<file path="src/rtl/psn_pkg.sv">
// ----------------------------------------------------------------------------
// psn_pkg: shared constants and types for the path to short name block
// Name geometry, character codes and the queued name entry.
// ----------------------------------------------------------------------------
package psn_pkg;

    localparam int NameLen    = 11;
    localparam int BaseLen    = 8;
    localparam int QueueDepth = 2;

    localparam logic [7:0] CharSpace  = 8'h20;
    localparam logic [7:0] CharSlash  = 8'h2f;
    localparam logic [7:0] CharDot    = 8'h2e;
    localparam logic [7:0] CharLowA   = 8'h61;
    localparam logic [7:0] CharLowZ   = 8'h7a;
    localparam logic [7:0] CaseOffset = 8'h20;

    localparam logic [3:0] FillBase = 4'(BaseLen);
    localparam logic [3:0] FillName = 4'(NameLen);
    localparam logic [3:0] LastIdx  = 4'(NameLen - 1);

    typedef logic [NameLen-1:0][7:0] name_bytes_t;

    typedef struct packed {
        name_bytes_t bytes;
        logic        final_comp;
    } name_entry_t;

endpackage

</file>
<file path="src/rtl/psn_front.sv">
// ----------------------------------------------------------------------------
// psn_front: path character parser
// Classifies each character, builds the 11-byte name and hands finished
// names to the queue.
// ----------------------------------------------------------------------------
module psn_front
(
    input  logic                 clk,
    input  logic                 rst_n,
    input  logic                 accept,
    input  logic [7:0]           path_char,
    output logic                 push,
    output psn_pkg::name_entry_t push_entry
);

    localparam logic [1:0] PH_SKIP  = 2'd0;
    localparam logic [1:0] PH_SLASH = 2'd1;
    localparam logic [1:0] PH_COMP  = 2'd2;

    psn_pkg::name_bytes_t name_buf_reg, name_buf_next;
    logic [3:0]           fill_reg, fill_next;
    logic                 ext_reg, ext_next;
    logic [1:0]           phase_reg, phase_next;

    logic       in_comp;
    logic       emit;
    logic       emit_final;
    logic [3:0] limit;
    logic [7:0] up_char;

    always_comb
    begin
        limit   = ext_reg ? psn_pkg::FillName : psn_pkg::FillBase;
        up_char = path_char;
        if (path_char >= psn_pkg::CharLowA && path_char <= psn_pkg::CharLowZ)
        begin
            up_char = path_char - psn_pkg::CaseOffset;
        end
    end

    always_comb
    begin
        name_buf_next = name_buf_reg;
        fill_next     = fill_reg;
        ext_next      = ext_reg;
        phase_next    = phase_reg;
        in_comp       = 1'b0;
        emit          = 1'b0;
        emit_final    = 1'b0;

        case (phase_reg)
            PH_SKIP:
            begin
                if (path_char == psn_pkg::CharSlash)
                begin
                    phase_next = PH_SLASH;
                end
                else if (path_char > psn_pkg::CharSpace)
                begin
                    in_comp = 1'b1;
                end
            end
            PH_SLASH:
            begin
                if (path_char < psn_pkg::CharSpace)
                begin
                    phase_next = PH_SKIP;
                end
                else
                begin
                    in_comp = 1'b1;
                end
            end
            default:
            begin
                in_comp = 1'b1;
            end
        endcase

        if (in_comp)
        begin
            phase_next = PH_COMP;
            if (path_char <= psn_pkg::CharSpace || path_char == psn_pkg::CharSlash)
            begin
                emit       = 1'b1;
                emit_final = (path_char <= psn_pkg::CharSpace);
            end
            else if (path_char == psn_pkg::CharDot || fill_reg >= limit)
            begin
                if (ext_reg || path_char != psn_pkg::CharDot)
                begin
                    emit = 1'b1;
                end
                else
                begin
                    fill_next = psn_pkg::FillBase;
                    ext_next  = 1'b1;
                end
            end
            else
            begin
                // fill is below the limit here, so always inside the name
                name_buf_next[fill_reg] = up_char;
                fill_next               = fill_reg + 4'd1;
            end
        end

        if (emit)
        begin
            name_buf_next = {psn_pkg::NameLen{psn_pkg::CharSpace}};
            fill_next     = 4'd0;
            ext_next      = 1'b0;
            phase_next    = emit_final ? PH_SKIP : PH_COMP;
        end
    end

    assign push                  = accept & emit;
    assign push_entry.bytes      = name_buf_reg;
    assign push_entry.final_comp = emit_final;

    always_ff @(posedge clk or negedge rst_n)
    begin
        if (!rst_n)
        begin
            name_buf_reg <= {psn_pkg::NameLen{psn_pkg::CharSpace}};
            fill_reg     <= 4'd0;
            ext_reg      <= 1'b0;
            phase_reg    <= PH_SKIP;
        end
        else if (accept)
        begin
            name_buf_reg <= name_buf_next;
            fill_reg     <= fill_next;
            ext_reg      <= ext_next;
            phase_reg    <= phase_next;
        end
    end

endmodule

</file>
<file path="src/rtl/psn_queue.sv">
// ----------------------------------------------------------------------------
// psn_queue: finished name queue
// Two-entry queue of complete names between the parser and the serialiser.
// ----------------------------------------------------------------------------
module psn_queue
(
    input  logic                 clk,
    input  logic                 rst_n,
    input  logic                 push,
    input  psn_pkg::name_entry_t push_entry,
    input  logic                 pop,
    output psn_pkg::name_entry_t head,
    output logic                 full,
    output logic                 empty
);

    localparam int PtrW = $clog2(psn_pkg::QueueDepth);
    localparam int CntW = $clog2(psn_pkg::QueueDepth + 1);

    psn_pkg::name_entry_t entry_reg [psn_pkg::QueueDepth];
    logic [PtrW-1:0]      wr_ptr_reg, rd_ptr_reg;
    logic [CntW-1:0]      count_reg, count_next;

    assign full  = (count_reg == CntW'(psn_pkg::QueueDepth));
    assign empty = (count_reg == '0);
    assign head  = entry_reg[rd_ptr_reg];

    always_comb
    begin
        count_next = count_reg;
        if (push && !pop)
        begin
            count_next = count_reg + 1'b1;
        end
        else if (pop && !push)
        begin
            count_next = count_reg - 1'b1;
        end
    end

    always_ff @(posedge clk)
    begin
        if (push)
        begin
            entry_reg[wr_ptr_reg] <= push_entry;
        end
    end

    always_ff @(posedge clk or negedge rst_n)
    begin
        if (!rst_n)
        begin
            wr_ptr_reg <= '0;
            rd_ptr_reg <= '0;
            count_reg  <= '0;
        end
        else
        begin
            if (push)
            begin
                wr_ptr_reg <= wr_ptr_reg + 1'b1;
            end
            if (pop)
            begin
                rd_ptr_reg <= rd_ptr_reg + 1'b1;
            end
            count_reg <= count_next;
        end
    end

endmodule

</file>
<file path="src/rtl/psn_back.sv">
// ----------------------------------------------------------------------------
// psn_back: name serialiser
// Sends the head name of the queue one byte per item, index 0 to 10.
// ----------------------------------------------------------------------------
module psn_back
(
    input  logic                 clk,
    input  logic                 rst_n,
    input  psn_pkg::name_entry_t head,
    input  logic                 empty,
    output logic                 pop,
    output logic                 out_valid,
    input  logic                 out_stall,
    output logic [7:0]           name_byte,
    output logic [3:0]           byte_index,
    output logic                 final_component,
    output logic                 last
);

    logic [3:0] idx_reg;
    logic       take;

    assign out_valid       = ~empty;
    assign take            = out_valid & ~out_stall;
    assign name_byte       = head.bytes[idx_reg];
    assign byte_index      = idx_reg;
    assign final_component = head.final_comp;
    assign last            = (idx_reg == psn_pkg::LastIdx);
    assign pop             = take & last;

    always_ff @(posedge clk or negedge rst_n)
    begin
        if (!rst_n)
        begin
            idx_reg <= 4'd0;
        end
        else if (take)
        begin
            idx_reg <= last ? 4'd0 : idx_reg + 4'd1;
        end
    end

endmodule

</file>
<file path="src/rtl/path_to_short_name_top.sv">
// ----------------------------------------------------------------------------
// path_to_short_name_top: path string to 8.3 short name converter
// Parser front end, two-name queue and byte serialiser.
// ----------------------------------------------------------------------------
// Input: one path character per cycle while the queue has room.
// A name is queued with its ending character and sent after earlier names.
// Output: 11 items/name, one per cycle unless stalled; serialiser sets rate.
// Input stalls only while two finished names wait in the queue.
// Reset (rst_n low, async) clears all control state and fills the name buffer
// with spaces; no clearing pass is needed afterwards.
module path_to_short_name_top
(
    input  logic       clk,
    input  logic       rst_n,
    input  logic       in_valid,
    output logic       in_stall,
    input  logic [7:0] path_char,
    output logic       out_valid,
    input  logic       out_stall,
    output logic [7:0] name_byte,
    output logic [3:0] byte_index,
    output logic       final_component,
    output logic       last
);

    psn_pkg::name_entry_t push_entry;
    psn_pkg::name_entry_t head;
    logic                 accept;
    logic                 push;
    logic                 pop;
    logic                 full;
    logic                 empty;

    assign in_stall = full;
    assign accept   = in_valid & ~full;

    psn_front u_front
    (
        .clk        (clk),
        .rst_n      (rst_n),
        .accept     (accept),
        .path_char  (path_char),
        .push       (push),
        .push_entry (push_entry)
    );

    psn_queue u_queue
    (
        .clk        (clk),
        .rst_n      (rst_n),
        .push       (push),
        .push_entry (push_entry),
        .pop        (pop),
        .head       (head),
        .full       (full),
        .empty      (empty)
    );

    psn_back u_back
    (
        .clk             (clk),
        .rst_n           (rst_n),
        .head            (head),
        .empty           (empty),
        .pop             (pop),
        .out_valid       (out_valid),
        .out_stall       (out_stall),
        .name_byte       (name_byte),
        .byte_index      (byte_index),
        .final_component (final_component),
        .last            (last)
    );

endmodule

</file>
<file path="config.mk">
export PLATFORM = sky130hd
export DESIGN_NAME = path_to_short_name_top
export DESIGN_NICKNAME = d
export VERILOG_FILES = /design/src/rtl/psn_pkg.sv /design/src/rtl/psn_front.sv /design/src/rtl/psn_queue.sv /design/src/rtl/psn_back.sv /design/src/rtl/path_to_short_name_top.sv
export SDC_FILE = /design/constraint.sdc
export NUM_CORES = 1
export LEC_CHECK = 0
export ABC_AREA = 1
export BUFFER_PORTS_ARGS = -buffer_cell sky130_fd_sc_hd__buf_2
export CAP_MARGIN = 25
export CELL_PAD_IN_SITES_DETAIL_PLACEMENT = 1
export CELL_PAD_IN_SITES_GLOBAL_PLACEMENT = 1
export CORE_MARGIN = 2
export CORE_UTILIZATION = 50
export CTS_CLUSTER_DIAMETER = 150
export DETAILED_ROUTE_END_ITERATION = 8
export PLACE_DENSITY = 0.9
export SYNTH_ARGS = -nofsm -noshare
export SYNTH_HDL_FRONTEND = slang
export SYNTH_SLANG_ARGS = --single-unit
</file>
<file path="constraint.sdc">
create_clock -name clk -period 16.7 [get_ports clk]
set_input_delay 0.835 -clock clk [delete_from_list [all_inputs] [get_ports clk]]
set_output_delay 0.835 -clock clk [all_outputs]
set_load 0.02 [all_outputs]
</file>
# == Word level (Yosys, flattened, before mapping) ==
# Memory sizes are Yosys's and may differ from the RTL's.
# Index checks and enable logic that the tools add are counted.
# op_classes
add_sub_neg,7
order_cmp,9
eq_ne,12
n_mux,42
bitwise,7
n_reduce_logical,19
# ops
op,n
2-to-1 mux 88 bit,4
bitwise mux 88 bit,1
binary-select mux 8 bit (select 4 bit),1
demux 8 bit (select 4 bit),1
2-to-1 mux 4 bit,6
2-to-1 mux 8 bit,3
"== test 8 x 6 -> 1 bit, second input constant",2
2-to-1 mux 1 bit,16
2-to-1 mux 2 bit,8
AND reduction 4 bit,3
"< comparator 4 x 5 -> 1 bit, second input constant",2
"adder 4 x 1 -> 4 bit, second input constant",2
">= comparator 8 x 7 -> 1 bit, second input constant",1
"greater-than comparator 8 x 6 -> 1 bit, second input constant",1
"<= comparator 8 x 6 -> 1 bit, second input constant",1
"<= comparator 8 x 7 -> 1 bit, second input constant",1
"< comparator 8 x 6 -> 1 bit, second input constant",1
"!= test 4 x 1 -> 1 bit, second input constant",2
"!= test 8 x 6 -> 1 bit, second input constant",1
"subtractor 8 x 6 -> 8 bit, second input constant",1
"!= test 2 x 1 -> 1 bit, second input constant",3
nonzero test 2 bit,3
AND reduction 5 bit,1
bitwise AND 1 bit,4
17 further kinds,27
# totals
regBits,103
ram_bits,178
output_inout_bits,16
word_cells,115
mem_count,1
# mem_list
name,depth,word_bits,read_ports,rd_clocked_by_memory_dff,wr,line,rtl
u_queue.entry_reg,2,89,1,0,1,psn_queue.sv:20,psn_pkg::name_entry_t entry_reg [psn_pkg::QueueDepth];

# == Longest topological paths before layout ==
# logic_depth
ltp_word,11
mapped_depth,16
depth_no_buf,15

# == Hierarchy ==
# Synthesis repeated with hierarchy kept, for this count alone.
# unflattened
hier_cells,1076
area_unflattened_um2,12509.5
# modules_own_cells
module,instances,cells_each,area_per_inst_um2
psn_queue,1,302,6688.9
psn_front,1,516,4575.6
psn_back,1,256,1234.9
path_to_short_name_top,1,2,10.0

# == Worst setup path after synthesis ==
# OpenSTA, ideal clock, no wires.
# synth_path
path_type,input to register
from,in path_char[6]
to,"mem u_queue.entry_reg[1][0] (netlist bit), enable pin"
setup_ns,0.538
t_arrival_ns,5.514
setup_slack_ns,10.647
cell_stages,11
n_path_buf,0
cell_sequence,inv_2 ha_1 nand2_1 nor2_1 nand2_1 nand3_4 nand2_4 nand2_1 inv_2 nand2_1 nor2_1
# synth_via
elab_chain_cells,9
# synth_rtl
element,line,rtl
"start, declared",path_to_short_name_top.sv:17,"input logic [7:0] path_char,"
branches (longest 5 deep; another with greater-than comparator 8 x 6 -> 1 bit),n/a,
2-to-1 mux 1 bit (*),psn_front.sv:80,if (in_comp)
bitwise AND 1 bit (*),psn_front.sv:117,assign push = accept & emit;
2-to-1 mux 1 bit (*),psn_queue.sv:43,if (push)
2-to-1 mux 1 bit (not written as such) (*),psn_queue.sv:45,entry_reg[wr_ptr_reg] <= push_entry;
"end, declared",psn_queue.sv:20,
# Every way passes the cells marked *.

# == Worst setup path in the final report ==
# layout_path
from,reg u_queue.rd_ptr_reg
to,out name_byte[3]
# layout_via
elab_chain_cells,3
# layout_rtl
element,line,rtl
"start, declared",psn_queue.sv:21,"logic [PtrW-1:0] wr_ptr_reg, rd_ptr_reg;"
"start signal, assigned",psn_queue.sv:65,rd_ptr_reg <= rd_ptr_reg + 1'b1;
memory read (2 x 89 bit),n/a,
binary-select mux 8 bit (select 4 bit),psn_back.sv:25,assign name_byte = head.bytes[idx_reg];
2-to-1 mux 8 bit (not written as such),psn_back.sv:25,
"end, declared",path_to_short_name_top.sv:20,"output logic [7:0] name_byte,"
# No other way between the ends. The select of a mux whose other input is x is not followed.

==> results by group <==
Clock network
  • Hold buffers post-CTS: 0
  • Clock buffer count from CTS: 29
  • Number of buffers inserted by post-CTS setup repair: 0
  • Level count of the clock H-tree: 1
  • CTS tree: yes
  • Clock Sinks: ~280
  • Clock slew at the register clock pins of the worst setup and hold paths: 0.06 ns
  • Clock root buffer master: sky130_fd_sc_hd__clkbuf_16
  • Number of buffers between clock root and the deepest sink: 3
  • Clock Latency Late Sink: 0.57 ns
  • Resized cells post-CTS: 0

Global routing
  • Number of antenna violations at the first check in global routing: 0
  • Overflow left after global routing: 0
  • Total track usage: 0.302
  • Wire length of the first global-routing pass: 55.6 mm
  • Largest net degree at the start of global routing: 91
  • Number of global-route vias before repair: 9513

Synthesis
  • Synthesized area divided by synthesized cell count: 10.7 sq um
  • Number of cells produced by synthesis: 1102
  • Summed instance area of the synthesized netlist: 0.0117 sq mm
  • Main flop type after synthesis: sky130_fd_sc_hd__edfxtp_1
  • Top-area cell type share of the netlist area: 0.455
  • Count of synthesis-stage warnings from yosys: 0
  • Syn nets: 1123
  • Synth top area cells: sky130_fd_sc_hd__edfxtp_1 (46%), sky130_fd_sc_hd__dfrtp_1 (20%), sky130_fd_sc_hd__nand2_1 (8.7%)
  • EDFF count, synth: 178
  • Synth cell count leaders: sky130_fd_sc_hd__nand2_1 (272), sky130_fd_sc_hd__edfxtp_1 (178), sky130_fd_sc_hd__nor2_1 (143)
  • Number of flip-flops and latches in the synthesized netlist: 281
  • Number of unique standard cell types used by synthesis: 34
  • Sequential-to-total area share from yosys stat: 0.676
  • Most frequent cell after synthesis: sky130_fd_sc_hd__nand2_1
  • Top cell type by total area after synthesis: sky130_fd_sc_hd__edfxtp_1
  • Proportion of synthesized flip-flops having asynchronous set or reset: 0.367

Worst setup path
  • Crit path largest cell delay: 0.73 ns
  • Arrival time of data at the critical path endpoint: 3.40 ns
  • Critical path endpoint category: output pin
  • Worst-path fanout max: 90
  • Cell-by-cell trace of the critical path: buf_4 -> inv_2 -> buf_4 -> o21ai_0 -> o22ai_1 -> nand2_1 -> o21ai_0 -> nand2_1 -> nand2_1 -> buf_2
  • Worst path slowest cell: sky130_fd_sc_hd__buf_4
  • Count of cells along the worst register-to-register path: 12
  • Crit Path Class: flop to output pin
  • WP data required: 15.87 ns
  • Crit-path most repeated cell: sky130_fd_sc_hd__nand2_1
  • Startpoint type of the worst setup path: flop

Timing
  • Fmax: 236 MHz
  • Number of hold violations in the final report: 0
  • Actual transition at the worst max-transition pin: slightly above 1 ns
  • Portion of the clock cycle consumed by the worst path in the final layout: 0.254
  • RSZ-0062 raised after global routing: no
  • Final worst-path setup slack: roughly 12 ns
  • Setup TNS Final: 0 ns
  • Remaining max-slew budget at the tightest pin: 0.319
  • Count of pins over their slew limit: 0
  • Number of failing setup endpoints in the final timing report: 0
  • Minimum clock period after layout: 4.24 ns
  • Worst-case clock skew: between 0.02 and 0.03 ns

Route
  • Final routed wire length divided by cell count: 24.7 microns
  • Starting DRC count in detailed routing: 957
  • ANT nets after route: 0
  • Post-route DRC: 0
  • Final Routed Wirelength: between 30 and 40 mm
  • DR vias: roughly 8800
  • Drt pass-1 iters: 5
  • Routed via count divided by cell count: 6.03

Finish
  • Fraction of layout cells with a size suffix above 1: 0.128
  • Number of antenna diodes: 0
  • Area overhead of the layout relative to synthesis: 12.5%
  • NumNets Final: 1148
  • Max reg flops: 178

Floorplan
  • Area of the die: around 0.025 sq mm
  • Die Span Y: 157 microns
  • # rows: 56
  • Ports placed on the boundary: 28
  • Width of the die: 157 microns
  • Starting Density: 0.505
  • Core Region: ~0.023 sq mm

Power
  • Power Dens Cells: 203 mW/mm^2
  • VDD IR-drop max: 0.167 mV
  • Leak: 5.55 nW

Run status
  • Status: finished, final reports clean

Placed design
  • Final HPWL DP: 21.2 mm
  • Total of buffers placed on input and output ports: 27
  • Post-Place Worst Slack: 12.74 ns
  • Routability-driven placement congestion ratio: 0.854

Worst hold path
  • Path category of the worst min-delay check: primary input to async pin

Job
  • Maximum capacitance violations: 0
## critical path: cells and delay by family, from the launching register on
kind,cells,cell delay (ns)
AO/OA/AOI/OAI,3,0.72
flip-flops,1,0.39
buffers and inverters,4,1.28
AND/OR/NAND/NOR,3,0.41
## cells in the final DEF, fill, tap and decap left out, drive strengths merged, types with 7 or more instances in the layout
cell type | synthesis | final
edfxtp | 178 | 178
nor2 | 147 | 147
o22ai | 16 | 16
buf | 26 | 43
nand4 | 12 | 12
clkbuf | 23 | 34
o21a | 7 | 7
nand3 | 100 | 100
o21ai | 108 | 108
nand2 | 295 | 295
a21oi | 11 | 11
dfstp | 11 | 11
inv | 46 | 46
ha | 9 | 9
clkinv | 2 | 15
dfrtp | 92 | 92
## stage by stage
step / util / std cells / total power [mW] / area [sq um] / hold slack (ns)
2_1_floorplan: - / 1102 / 1.63 / 11700 / 0.442
3_3_place_gp: 0.522 / 1412 / 1.87 / 12100 / 0.447
3_5_place_dp: 0.523 / 1413 / 1.95 / 12200 / 0.459
4_1_cts: 0.566 / 1466 / 2.66 / 13200 / 0.236
5_1_grt: 0.568 / 1468 / 2.79 / 13200 / 0.248
6_report: 0.568 / 1468 / 2.68 / 13200 / 0.216
## power by group
part	leakage (nW)	switching, mW	internal, mW
clock network	0.496	0.279	0.407
registers	3.02	0.106	0.960
logic	2.04	0.704	0.219
total	5.55	1.09	1.59
## layout make-up
cell class,count,area (sq um)
clock inverters,19,223
well taps,319,399
flip-flops and latches,281,7940
clock buffers,34,774
repair buffers,43,305
inverters,48,180
fillers,2537,10100
multi-input cells,724,3390
## cells by family (layout without fill, tap and decap cells)
family | count (synthesis) | after routing | share of synthesized area
xor gates and xnor gates | 6 | 6 | 0.00448
AOI/OAI and AO/OA | 151 | 151 | 0.0704
DFF | 281 | 281 | 0.676
and+or+nand+nor | 558 | 558 | 0.203
adders and majority gates | 9 | 9 | 0.00959
buffers and inverters | 97 | 144 | 0.0369
## per-layer routing
layer  up-vias  part of all wire  track usage
li1       3809                 -            -
met4         0             0.050        0.144
met3       136             0.082       0.0556
met5         -                 0            0
met1      4428              0.36        0.364
met2       476              0.51        0.525
## final timing paths
path / startpoint / end / slack (ns)
max: u_queue.rd_ptr_reg / name_byte[3] / 12.46
min: rst_n / u_front.push_entry[58] / 0.22
max reg2reg: u_front.fill_reg[0] / u_queue.entry_reg[0][1] / 13.38
min reg2reg: u_front.push_entry[52] / u_queue.entry_reg[0][52] / 0.47
max in group asynchronous: rst_n / u_front.push_entry[6] / 15.48
min in group clk: u_front.push_entry[52] / u_queue.entry_reg[0][52] / 0.47
No activity file was read; power rests on OpenSTA's default activity.
